## src/sv/pal_ram.sv

```systemverilog
// Generic simple dual-port RAM, one write and one read port, registered read.
// No package dependency.
module pal_ram #(
    parameter int WIDTH = 8,
    parameter int DEPTH = 16
) (
    input  logic                     clk,
    input  logic                     we,
    input  logic [$clog2(DEPTH)-1:0] waddr,
    input  logic [WIDTH-1:0]         wdata,
    input  logic                     re,
    input  logic [$clog2(DEPTH)-1:0] raddr,
    output logic [WIDTH-1:0]         rdata
);
    logic [WIDTH-1:0] mem [DEPTH];

    always_ff @(posedge clk)
    begin
        if (we)
        begin
            mem[waddr] <= wdata;
        end
        if (re)
        begin
            rdata <= mem[raddr];
        end
    end
endmodule

```

## config.mk

```make
export PLATFORM = sky130hd
export DESIGN_NAME = pal_ram
export DESIGN_NICKNAME = d
export VERILOG_FILES = /design/src/sv/pal_ram.sv
export SDC_FILE = /design/constraint.sdc
export NUM_CORES = 1
export LEC_CHECK = 0
export BUFFER_PORTS_ARGS = -buffer_cell sky130_fd_sc_hd__buf_2
export CAP_MARGIN = 20
export CORE_MARGIN = 8
export CORE_UTILIZATION = 37
export DETAILED_ROUTE_END_ITERATION = 8
export SYNTH_ARGS = -nofsm -noshare
export SYNTH_HDL_FRONTEND = slang
export SYNTH_SLANG_ARGS = --single-unit
```

## constraint.sdc

```tcl
create_clock -name clk -period 1.7 [get_ports clk]
set_input_delay 0.255 -clock clk [delete_from_list [all_inputs] [get_ports clk]]
set_output_delay 0.255 -clock clk [all_outputs]
set_load 0.02 [all_outputs]
```

==> reports/results.ini, run 1 <==
[synthesis]
synthSimpleGateAreaFrac_pct=3.14
synth.area.top_cells=edfxtp_1 (78%), mux4_2 (7.8%), mux4_1 (7.0%), a22oi_1 (2.3%), nor2_1 (0.93%)
yosys_warnings=0
synth_seq_cells=136
synth_commonest_cells=edfxtp_1 (136), mux4_2 (18), a22oi_1 (16), mux4_1 (14), nor2_1 (13)
synth_area_leader_cell=edfxtp_1
synth_edf_count=136
ys_seq_area_share_pct=78.1
synth_compound_area_share_pct=2.30
ys_async_sr_fraction_pct=0
synthesis.nets=248
syn_area_per_cell_sq_um=22.8
synth_adder_area_share_pct=0
synth_area_sq_um=5230
muxShareOfSynthArea_pct=14.8
synth_most_common_cell=edfxtp_1
synth_top_family_by_area=multiplexers
synthFlopType=edfxtp_1
netlist_instances=229
synthXorXnorAreaFrac_pct=0
yosys.cell_types.count=18
synth_top_area_share_pct=78.1

[power_and_ir_drop]
pwr_density_cell_nw_per_um2=1190
p_comb_share_pct=5.3
p_leak_nw=2.13
seq_power_share_pct=50.7
vdd_drop_max_mv=0.498
p_int_mw=6.06
p_clk_share_pct=44.0
p_sw_share_pct=19.2
switchingPower_mw=1.44

[floorplan]
num_io_pins=27
fp.dieH_um=135
die-area_sq_um=18200
dieWidth_um=135
core_sq_um=13800
start_util_pct=37.8
rows=43

[status]
status=complete, no violations

[drt]
ant_nets=0
vias_per_cell=5.25
first_iter_violations=181
route.detailed.drc=0
first_pass_iters=4
dr_total_vias=2523
routed_wirelength_um=10700
wl_per_cell_um=22.2

[grt]
grt_max_degree=17
grt_usage_pct=12.8
grt_first_pass_wirelength_um=16400
antenna_found_initial=0
grt_pass1_vias=2755
grt_overflow=0

[worst_setup_path]
slowest_stage=mux4_2
crit_start=mem[2][4]$_DFFE_PP_
cp-endpoint=rdata[4]$_DFFE_PP_
crit_chain=mux4_2, a22oi_1, buf_4, nand2_1
r2r_cells=4
r2r-end=rdata[4]$_DFFE_PP_
max_stage_delay_ns=0.47
critPathCaptureType=flop
r2r_start=mem[2][4]$_DFFE_PP_
crit_buf_inv=1
cp.required_ns=1.86
path_max_fanout=1
path_class=reg2reg
cp_top_family=multiplexers
cp_data_arrival_time_ns=1.65
crit_path_start_kind=flop
path_depth=4
timing.reg2reg.setup_slack_ns=0.21

[sta]
tns_ns=0
period_minus_slack_ns=1.49
finalCritPeriodShare_pct=87.8
setup_viol=0
rsz0062_at_grt=no
slew_violations=0
finalHoldViolations=0
tightest_slew_ns=0.678
fmax_mhz=670
max-slew-margin-rel_pct=54.7
whs_ns=0.209
fin_skew_ns=0.00383

[clock_network]
postCtsResizedCells=0
path_clk_slew_ns=0.05
cts_hold_buf=0
cts_sinks=136
tritoncts=done
cts_made_buffers=17
h-tree-depth=4
clk_path_buf_depth=2
post_cts_buffers=0
clk_latency_ns=0.41
root_buffer=clkbuf_16

[place]
dp.cells=452
dp.final_hpwl_um=7160
port_buffers=26
gp_congestion=0.756

[final_layout]
final_nets=310
drive_gt1_share_pct=30.9
fin_cells=481
syn_to_final_growth_pct=20.3
antennaDiodeCount=0

[flow_run]
max_cap_viol_count=0

[worst_hold_path]
hp-class=in2reg

[cell usage in the layout, fill, tap and decap left out, drive strengths merged]
cell    Yosys  final
nor3        4      4
clkbuf      0     22
clkinv      0      5
nor2       13     13
and2b       1      1
edfxtp    136    136
nand2       9      9
nand3b      2      2
bufinv      0      2
nor2b       1      1
mux4       32     32
nand2b      2      2
buf         7     53
a22oi      16     16
nand3       1      1
or3b        1      1
and2        1      1
[kinds of logic after synthesis]
family,after synthesis
buf+inv,10
compound gates,16
flops,136
mux,32
simple gates,35
[worst min path at each step]
stage               startpoint                  end  slack [ns]  depth (start not counted)
floorplan             wdata[0]  mem[0][0]$_DFFE_PP_        0.35                          0
global placement            re   rdata[3]$_DFFE_PP_        0.63                          1
detailed placement          re   rdata[3]$_DFFE_PP_        0.63                          1
CTS                         re   rdata[1]$_DFFE_PP_        0.19                          1
global route                re   rdata[1]$_DFFE_PP_        0.20                          1
finish                      re   rdata[1]$_DFFE_PP_        0.21                          1
[layer usage]
metal	share of wire, %	routed length (um)	up-vias	track usage [%]
li1	-	-	1105	-
met1	43	4640	1312	15.8
met2	48	5130	87	19.8
met3	6.5	693	19	4.42
met4	2.0	218	0	6.43
met5	0	0	-	0
[stage by stage]
| step | util, % | area [sq um] | setup slack, ns | power, mW |
|---|---|---|---|---|
| after floorplan | - | 5230 | 0.163 | 4.07 |
| after global placement | 41.7 | 5770 | -0.170 | 4.26 |
| after detailed placement | 41.7 | 5770 | -0.196 | 4.27 |
| after CTS | 45.5 | 6290 | 0.184 | 7.58 |
| after global routing | 45.5 | 6290 | 0.131 | 7.73 |
| final | 45.5 | 6290 | 0.207 | 7.49 |
[sequential cells by signal, summed over array words and instances, names as in the netlist]
register and cells:
mem 128, rdata 8
[layout make-up]
| type | count | area (sq um) |
|---|---|---|
| multi-input combinational | 83 | 1060 |
| timing repair buffer | 53 | 395 |
| fill | 1175 | 7540 |
| sequential | 136 | 4080 |
| clock inverter | 7 | 80.1 |
| tap | 180 | 225 |
| clock buffer | 22 | 444 |
[power by group through the flow]
| stage | Clock, mW | Sequential [mW] | Combinational (mW) |
|---|---|---|---|
| final | 3.30 | 3.80 | 0.394 |
| after global routing | 3.49 | 3.81 | 0.429 |
| after CTS | 3.37 | 3.80 | 0.401 |
| after detailed placement | 0 | 3.87 | 0.400 |
| after global placement | 0 | 3.87 | 0.392 |
| after floorplan | 0 | 3.88 | 0.191 |
No activity file was read; power rests on OpenSTA's default activity.
==> run 2, diff against run 1 <==
--- a/config.mk
+++ b/config.mk
@@ -7,9 +7,14 @@
 export LEC_CHECK = 0
 export BUFFER_PORTS_ARGS = -buffer_cell sky130_fd_sc_hd__buf_2
 export CAP_MARGIN = 20
+export CELL_PAD_IN_SITES_DETAIL_PLACEMENT = 0
+export CELL_PAD_IN_SITES_GLOBAL_PLACEMENT = 1
+export CORE_ASPECT_RATIO = 0.5
 export CORE_MARGIN = 8
 export CORE_UTILIZATION = 37
 export DETAILED_ROUTE_END_ITERATION = 8
+export PLACE_DENSITY_LB_ADDON = 0.1
+export SKIP_LAST_GASP = 1
 export SYNTH_ARGS = -nofsm -noshare
 export SYNTH_HDL_FRONTEND = slang
 export SYNTH_SLANG_ARGS = --single-unit
==> run 2 against run 1 <==
  * Die area grew 1.3%
  * Sequential power is essentially flat
  * Combinational power grew 6.9%
  * Critical endpoint is now rdata[6]$_DFFE_PP_
  * Cell count grew 4.8%
  * Sequential cell count is the same
  * Register-to-register slack lost 0.19 ns
  * Clock power grew 6%
  * Critical path type unchanged
  * Power grew 2.9%
==> reports/results.ini, run 2 (synthesis gave the netlist of run 1 again) <==
[final_layout]
regArea_sq_um=4080
syn_to_final_growth_pct=22.4
antennaDiodeCount=0
fillers=1179
final_common_cell=edfxtp_1
drive_gt1_share_pct=35.3
multi_input_area_sq_um=1060
final_nets=319
most-common-layout-cells=edfxtp_1 (136), buf_4 (32), buf_2 (26), mux4_2 (18), clkbuf_16 (17)
largest_register_ffs=128
largest_register=mem
reg_top3=mem (128), rdata (8)

[drt]
ant_nets=0
route.detailed.drc=0
vias_per_cell=5.04
routed_wirelength_um=11400
dr_total_vias=2541
first_iter_violations=169
first_pass_iters=4
wl_per_cell_um=22.5

[sta]
tightest_slew_ns=0.751
finalCritPeriodShare_pct=98.9
max-slew-margin-rel_pct=49.8
fin_skew_ns=0.0108
fmax_mhz=595
finalHoldViolations=0
period_minus_slack_ns=1.68
rsz0062_at_grt=no
slew_violations=0
fin_ws_ns=0.0195
setup_viol=0

[floorplan]
start_util_pct=38.3
die-area_sq_um=18400
core_sq_um=13700
dieWidth_um=184
num_io_pins=27
rows=30
fp.dieH_um=100

[clock_network]
clk_latency_ns=0.41
cts_sinks=136
tritoncts=done
clk_path_buf_depth=2
root_buffer=clkbuf_16
path_clk_slew_ns=0.06
post_cts_buffers=0
postCtsResizedCells=0
cts_hold_buf=0
h-tree-depth=4
cts_made_buffers=17

[worst_setup_path]
critPathCaptureType=flop
path_max_fanout=1
path_class=reg2reg
crit_chain=mux4_2, a22oi_1, buf_4, nand2_1
crit_buf_inv=1
cp_data_arrival_time_ns=1.83
crit_path_start_kind=flop
cp.required_ns=1.85
cp_top_family=multiplexers
max_stage_delay_ns=0.48
slowest_stage=mux4_2

[place]
port_buffers=26
gp_congestion=0.695
place_ws_ns=-0.330
dp.final_hpwl_um=7300

[worst_hold_path]
hp-class=in2reg

[power_and_ir_drop]
switchingPower_mw=1.62
pwr_density_cell_nw_per_um2=1210
p_sw_share_pct=21.0
p_comb_share_pct=5.5
p_clk_share_pct=45.3
seq_power_share_pct=49.2
total_power_mw=7.71
vdd_drop_max_mv=0.719
p_leak_nw=2.18
p_int_mw=6.09

[flow_run]
max_cap_viol_count=0

[grt]
grt_usage_pct=13.0
antenna_found_initial=0
grt_pass1_vias=2643
grt_overflow=0
grt_max_degree=22
grt_first_pass_wirelength_um=16700

[status]
status=complete, no violations

-- run 2: worst paths after layout --
| path | start | endpoint | slack, ns | cells past startpoint |
|---|---|---|---|---|
| min reg2reg | mem[8][5]$_DFFE_PP_ | rdata[5]$_DFFE_PP_ | 0.75 | 3 |
| max | mem[3][6]$_DFFE_PP_ | rdata[6]$_DFFE_PP_ | 0.02 | 4 |
| min | re | rdata[7]$_DFFE_PP_ | 0.24 | 1 |
| max reg2reg | mem[3][6]$_DFFE_PP_ | rdata[6]$_DFFE_PP_ | 0.02 | 4 |
-- run 2: worst reg2reg max path, cell delays in order, from the launching register on --
cell and delay [ns]:
edfxtp_1 0.36, mux4_2 0.48, a22oi_1 0.34, buf_4 0.19, nand2_1 0.06
-- run 2: power groups by stage --
stage	sequential, mW	combinational (mW)	clock, mW
finish	3.80	0.421	3.49
global route	3.80	0.453	3.69
detailed placement	3.87	0.427	0
global placement	3.86	0.418	0
CTS	3.80	0.428	3.55
floorplan	3.88	0.191	0
-- run 2: layout make-up --
cell class / count / area share (%)
clock buffer: 17 / 6.65
tap: 192 / 3.76
multi-input combinational: 83 / 16.6
sequential: 136 / 63.8
clock inverter: 14 / 2.11
timing repair buffer: 62 / 7.04
-- run 2: metrics by stage --
stage / utilization (%) / hold slack [ns] / area, sq um / instances / TNS, ns
6_report: 46.8 / 0.236 / 6400 / 504 / 0
5_1_grt: 46.8 / 0.217 / 6400 / 504 / 0
4_1_cts: 46.8 / 0.216 / 6400 / 504 / 0
3_5_place_dp: 42.7 / 0.652 / 5840 / 473 / -1.86
3_3_place_gp: 42.7 / 0.640 / 5840 / 473 / -1.80
2_1_floorplan: - / 0.354 / 5230 / 229 / 0
-- run 2: routing by layer --
metal,GRT usage [%],up-vias,wire [um]
met2,18.4,50,4980
met5,0,-,0
met3,3.32,11,473
li1,-,1126,-
met1,18.5,1354,5760
met4,5.48,0,150
==> run 3, diff against run 2 <==
--- a/config.mk
+++ b/config.mk
@@ -5,6 +5,7 @@
 export SDC_FILE = /design/constraint.sdc
 export NUM_CORES = 1
 export LEC_CHECK = 0
+export ABC_AREA = 1
 export BUFFER_PORTS_ARGS = -buffer_cell sky130_fd_sc_hd__buf_2
 export CAP_MARGIN = 20
 export CELL_PAD_IN_SITES_DETAIL_PLACEMENT = 0
==> run 3 against run 2 <==
  * Non-clock buffer count fell by 10
  * Clock power increased by 4%
  * Sequential cell count stayed put
  * Sequential share of layout area decreased by 4.6 points
  * Highest routed layer unchanged
  * Design area up 7.8%
  * Area after synthesis up 12%
  * Clock skew is 0.0021 ns lower
  * Combinational power rose by 22%
  * Routed wire length increased by 35%
  * Synthesized cell count is 140% higher
  * Sequential power barely moved
  * Largest power group unchanged
  * Maximum frequency up 26%
==> reports/results.ini, run 3 <==
[worst_setup_path]
cp_top_family=flip-flops
critPathCaptureType=output pin
path_class=reg2out
cp.required_ns=1.44
slowest_stage=edfxtp_1
path_max_fanout=1
crit_chain=buf_2
cp_data_arrival_time_ns=1.08
max_stage_delay_ns=0.46
crit_buf_inv=1
crit_path_start_kind=flop

[power_and_ir_drop]
switchingPower_mw=1.84
p_leak_nw=2.95
p_clk_share_pct=45.7
total_power_mw=7.95
p_sw_share_pct=23.2
p_comb_share_pct=6.5
p_int_mw=6.10
vdd_drop_max_mv=0.586
seq_power_share_pct=47.8
pwr_density_cell_nw_per_um2=1150

[final_layout]
final_common_cell=nand2_1
largest_register_ffs=128
largest_register=mem
final_nets=617
drive_gt1_share_pct=13.7
syn_to_final_growth_pct=17.9
reg_top3=mem (128), rdata (8)
most-common-layout-cells=nand2_1 (173), edfxtp_1 (136), inv_1 (100), nand3_1 (97), buf_2 (26)

[drt]
routed_wirelength_um=15300
wl_per_cell_um=18.8
first_iter_violations=221
route.detailed.drc=0
first_pass_iters=4
ant_nets=0
dr_total_vias=3776
vias_per_cell=4.63

[synthesis]
synth_edf_count=136
ys_seq_area_share_pct=69.8
synth_top_area_share_pct=69.8
synth_commonest_cells=nand2_1 (173), edfxtp_1 (136), inv_1 (100), nand3_1 (97), nor2_1 (17)
synthesis.nets=570
synthFlopType=edfxtp_1
synth_area_leader_cell=edfxtp_1
ys_async_sr_fraction_pct=0
syn_area_per_cell_sq_um=10.6
synth_most_common_cell=nand2_1
synth.area.top_cells=edfxtp_1 (70%), nand2_1 (11%), nand3_1 (8.3%), inv_1 (6.4%), buf_6 (1.2%)
yosys.cell_types.count=11
synth_area_sq_um=5850
yosys_warnings=0
synth_seq_cells=136
netlist_instances=551

[grt]
grt_usage_pct=15.6
grt_max_degree=65
antenna_found_initial=0
grt_overflow=0
grt_first_pass_wirelength_um=23500
grt_pass1_vias=3692

[flow_run]
max_cap_viol_count=0

[sta]
tns_ns=0
fmax_mhz=751
slew_violations=0
finalHoldViolations=0
finalCritPeriodShare_pct=78.3
period_minus_slack_ns=1.33
setup_viol=0
max-slew-margin-rel_pct=67.9
fin_skew_ns=0.00868
rsz0062_at_grt=no
tightest_slew_ns=0.481

[worst_hold_path]
hp-class=in2reg

[clock_network]
tritoncts=done
clk_latency_ns=0.41
cts_made_buffers=17
cts_sinks=136
h-tree-depth=4
cts_hold_buf=0
clk_path_buf_depth=2
path_clk_slew_ns=0.06
post_cts_buffers=0
postCtsResizedCells=0
root_buffer=clkbuf_16

[floorplan]
fp.dieH_um=105
rows=32
core_sq_um=15400
start_util_pct=37.9
num_io_pins=27
die-area_sq_um=20300
dieWidth_um=194

[place]
dp.final_hpwl_um=9760
gp_congestion=0.763
port_buffers=26

[status]
status=complete, no violations

-- run 3: cell count changes after synthesis, sizes merged, moves of 16 or more --
| cell | before | now |
|---|---|---|
| mux4 | 32 | 0 |
| buf | 7 | 24 |
| a22oi | 16 | 0 |
| nand2 | 9 | 173 |
| nand3 | 1 | 97 |
| inv | 0 | 102 |
-- run 3: kinds of logic (layout without fill, tap and decap cells) --
logic type    Yosys count  after routing  synth area share, %
flops                 136            136                 69.8
buf+inv               126            186                 9.39
simple gates          289            289                 20.8
other cells             0              1                    0
-- run 3: path summary, 6_finish.rpt --
kind	start	to	slack, ns	cells past startpoint
setup reg to reg	mem[13][0]$_DFFE_PP_	rdata[0]$_DFFE_PP_	0.47	6
setup / recovery	rdata[4]$_DFFE_PP_	rdata[4]	0.37	1
hold reg to reg	mem[11][3]$_DFFE_PP_	rdata[3]$_DFFE_PP_	0.74	6
hold / removal	re	rdata[2]$_DFFE_PP_	0.21	1
-- run 3: through the flow --
stage	setup slack (ns)	instances	area [sq um]	util, %	hold WS [ns]
after floorplan	0.494	551	5850	-	0.354
after global placement	0.134	783	6310	40.9	0.629
after detailed placement	0.114	783	6310	40.9	0.630
after CTS	0.370	815	6890	44.7	0.197
after global routing	0.346	815	6890	44.7	0.204
final	0.369	816	6890	44.7	0.208
-- run 3: layer usage --
layer | vias up | track usage [%] | share of wire (%)
met4 | 0 | 4.48 | 0.78
met1 | 1823 | 23.2 | 51
met5 | - | 0 | 0
met3 | 9 | 3.17 | 5.8
met2 | 64 | 22.6 | 43
li1 | 1880 | - | -
-- run 3: final cells by class --
class	instances	area, sq um
inverters	102	383
flip-flops and latches	136	4080
clock buffers	19	433
multi-input cells	289	1210
repair buffers	52	375
well taps	204	255
clock inverters	13	148
diodes	1	2.50
fillers	1475	8520
-- run 3: worst reg2reg max path, cell delays in order (launching register included) --
cell,delay [ns]
edfxtp_1,0.36
inv_1,0.06
nand2_1,0.05
nand3_1,0.09
nand3_1,0.21
nand3_1,0.17
nand2_1,0.05
-- run 3: power groups by stage --
stage | Sequential, mW | Combinational, mW | Clock [mW]
5_1_grt | 3.80 | 0.570 | 3.84
4_1_cts | 3.80 | 0.524 | 3.69
2_1_floorplan | 3.89 | 0.265 | 0
3_3_place_gp | 3.87 | 0.523 | 0
3_5_place_dp | 3.87 | 0.523 | 0
6_report | 3.80 | 0.514 | 3.63
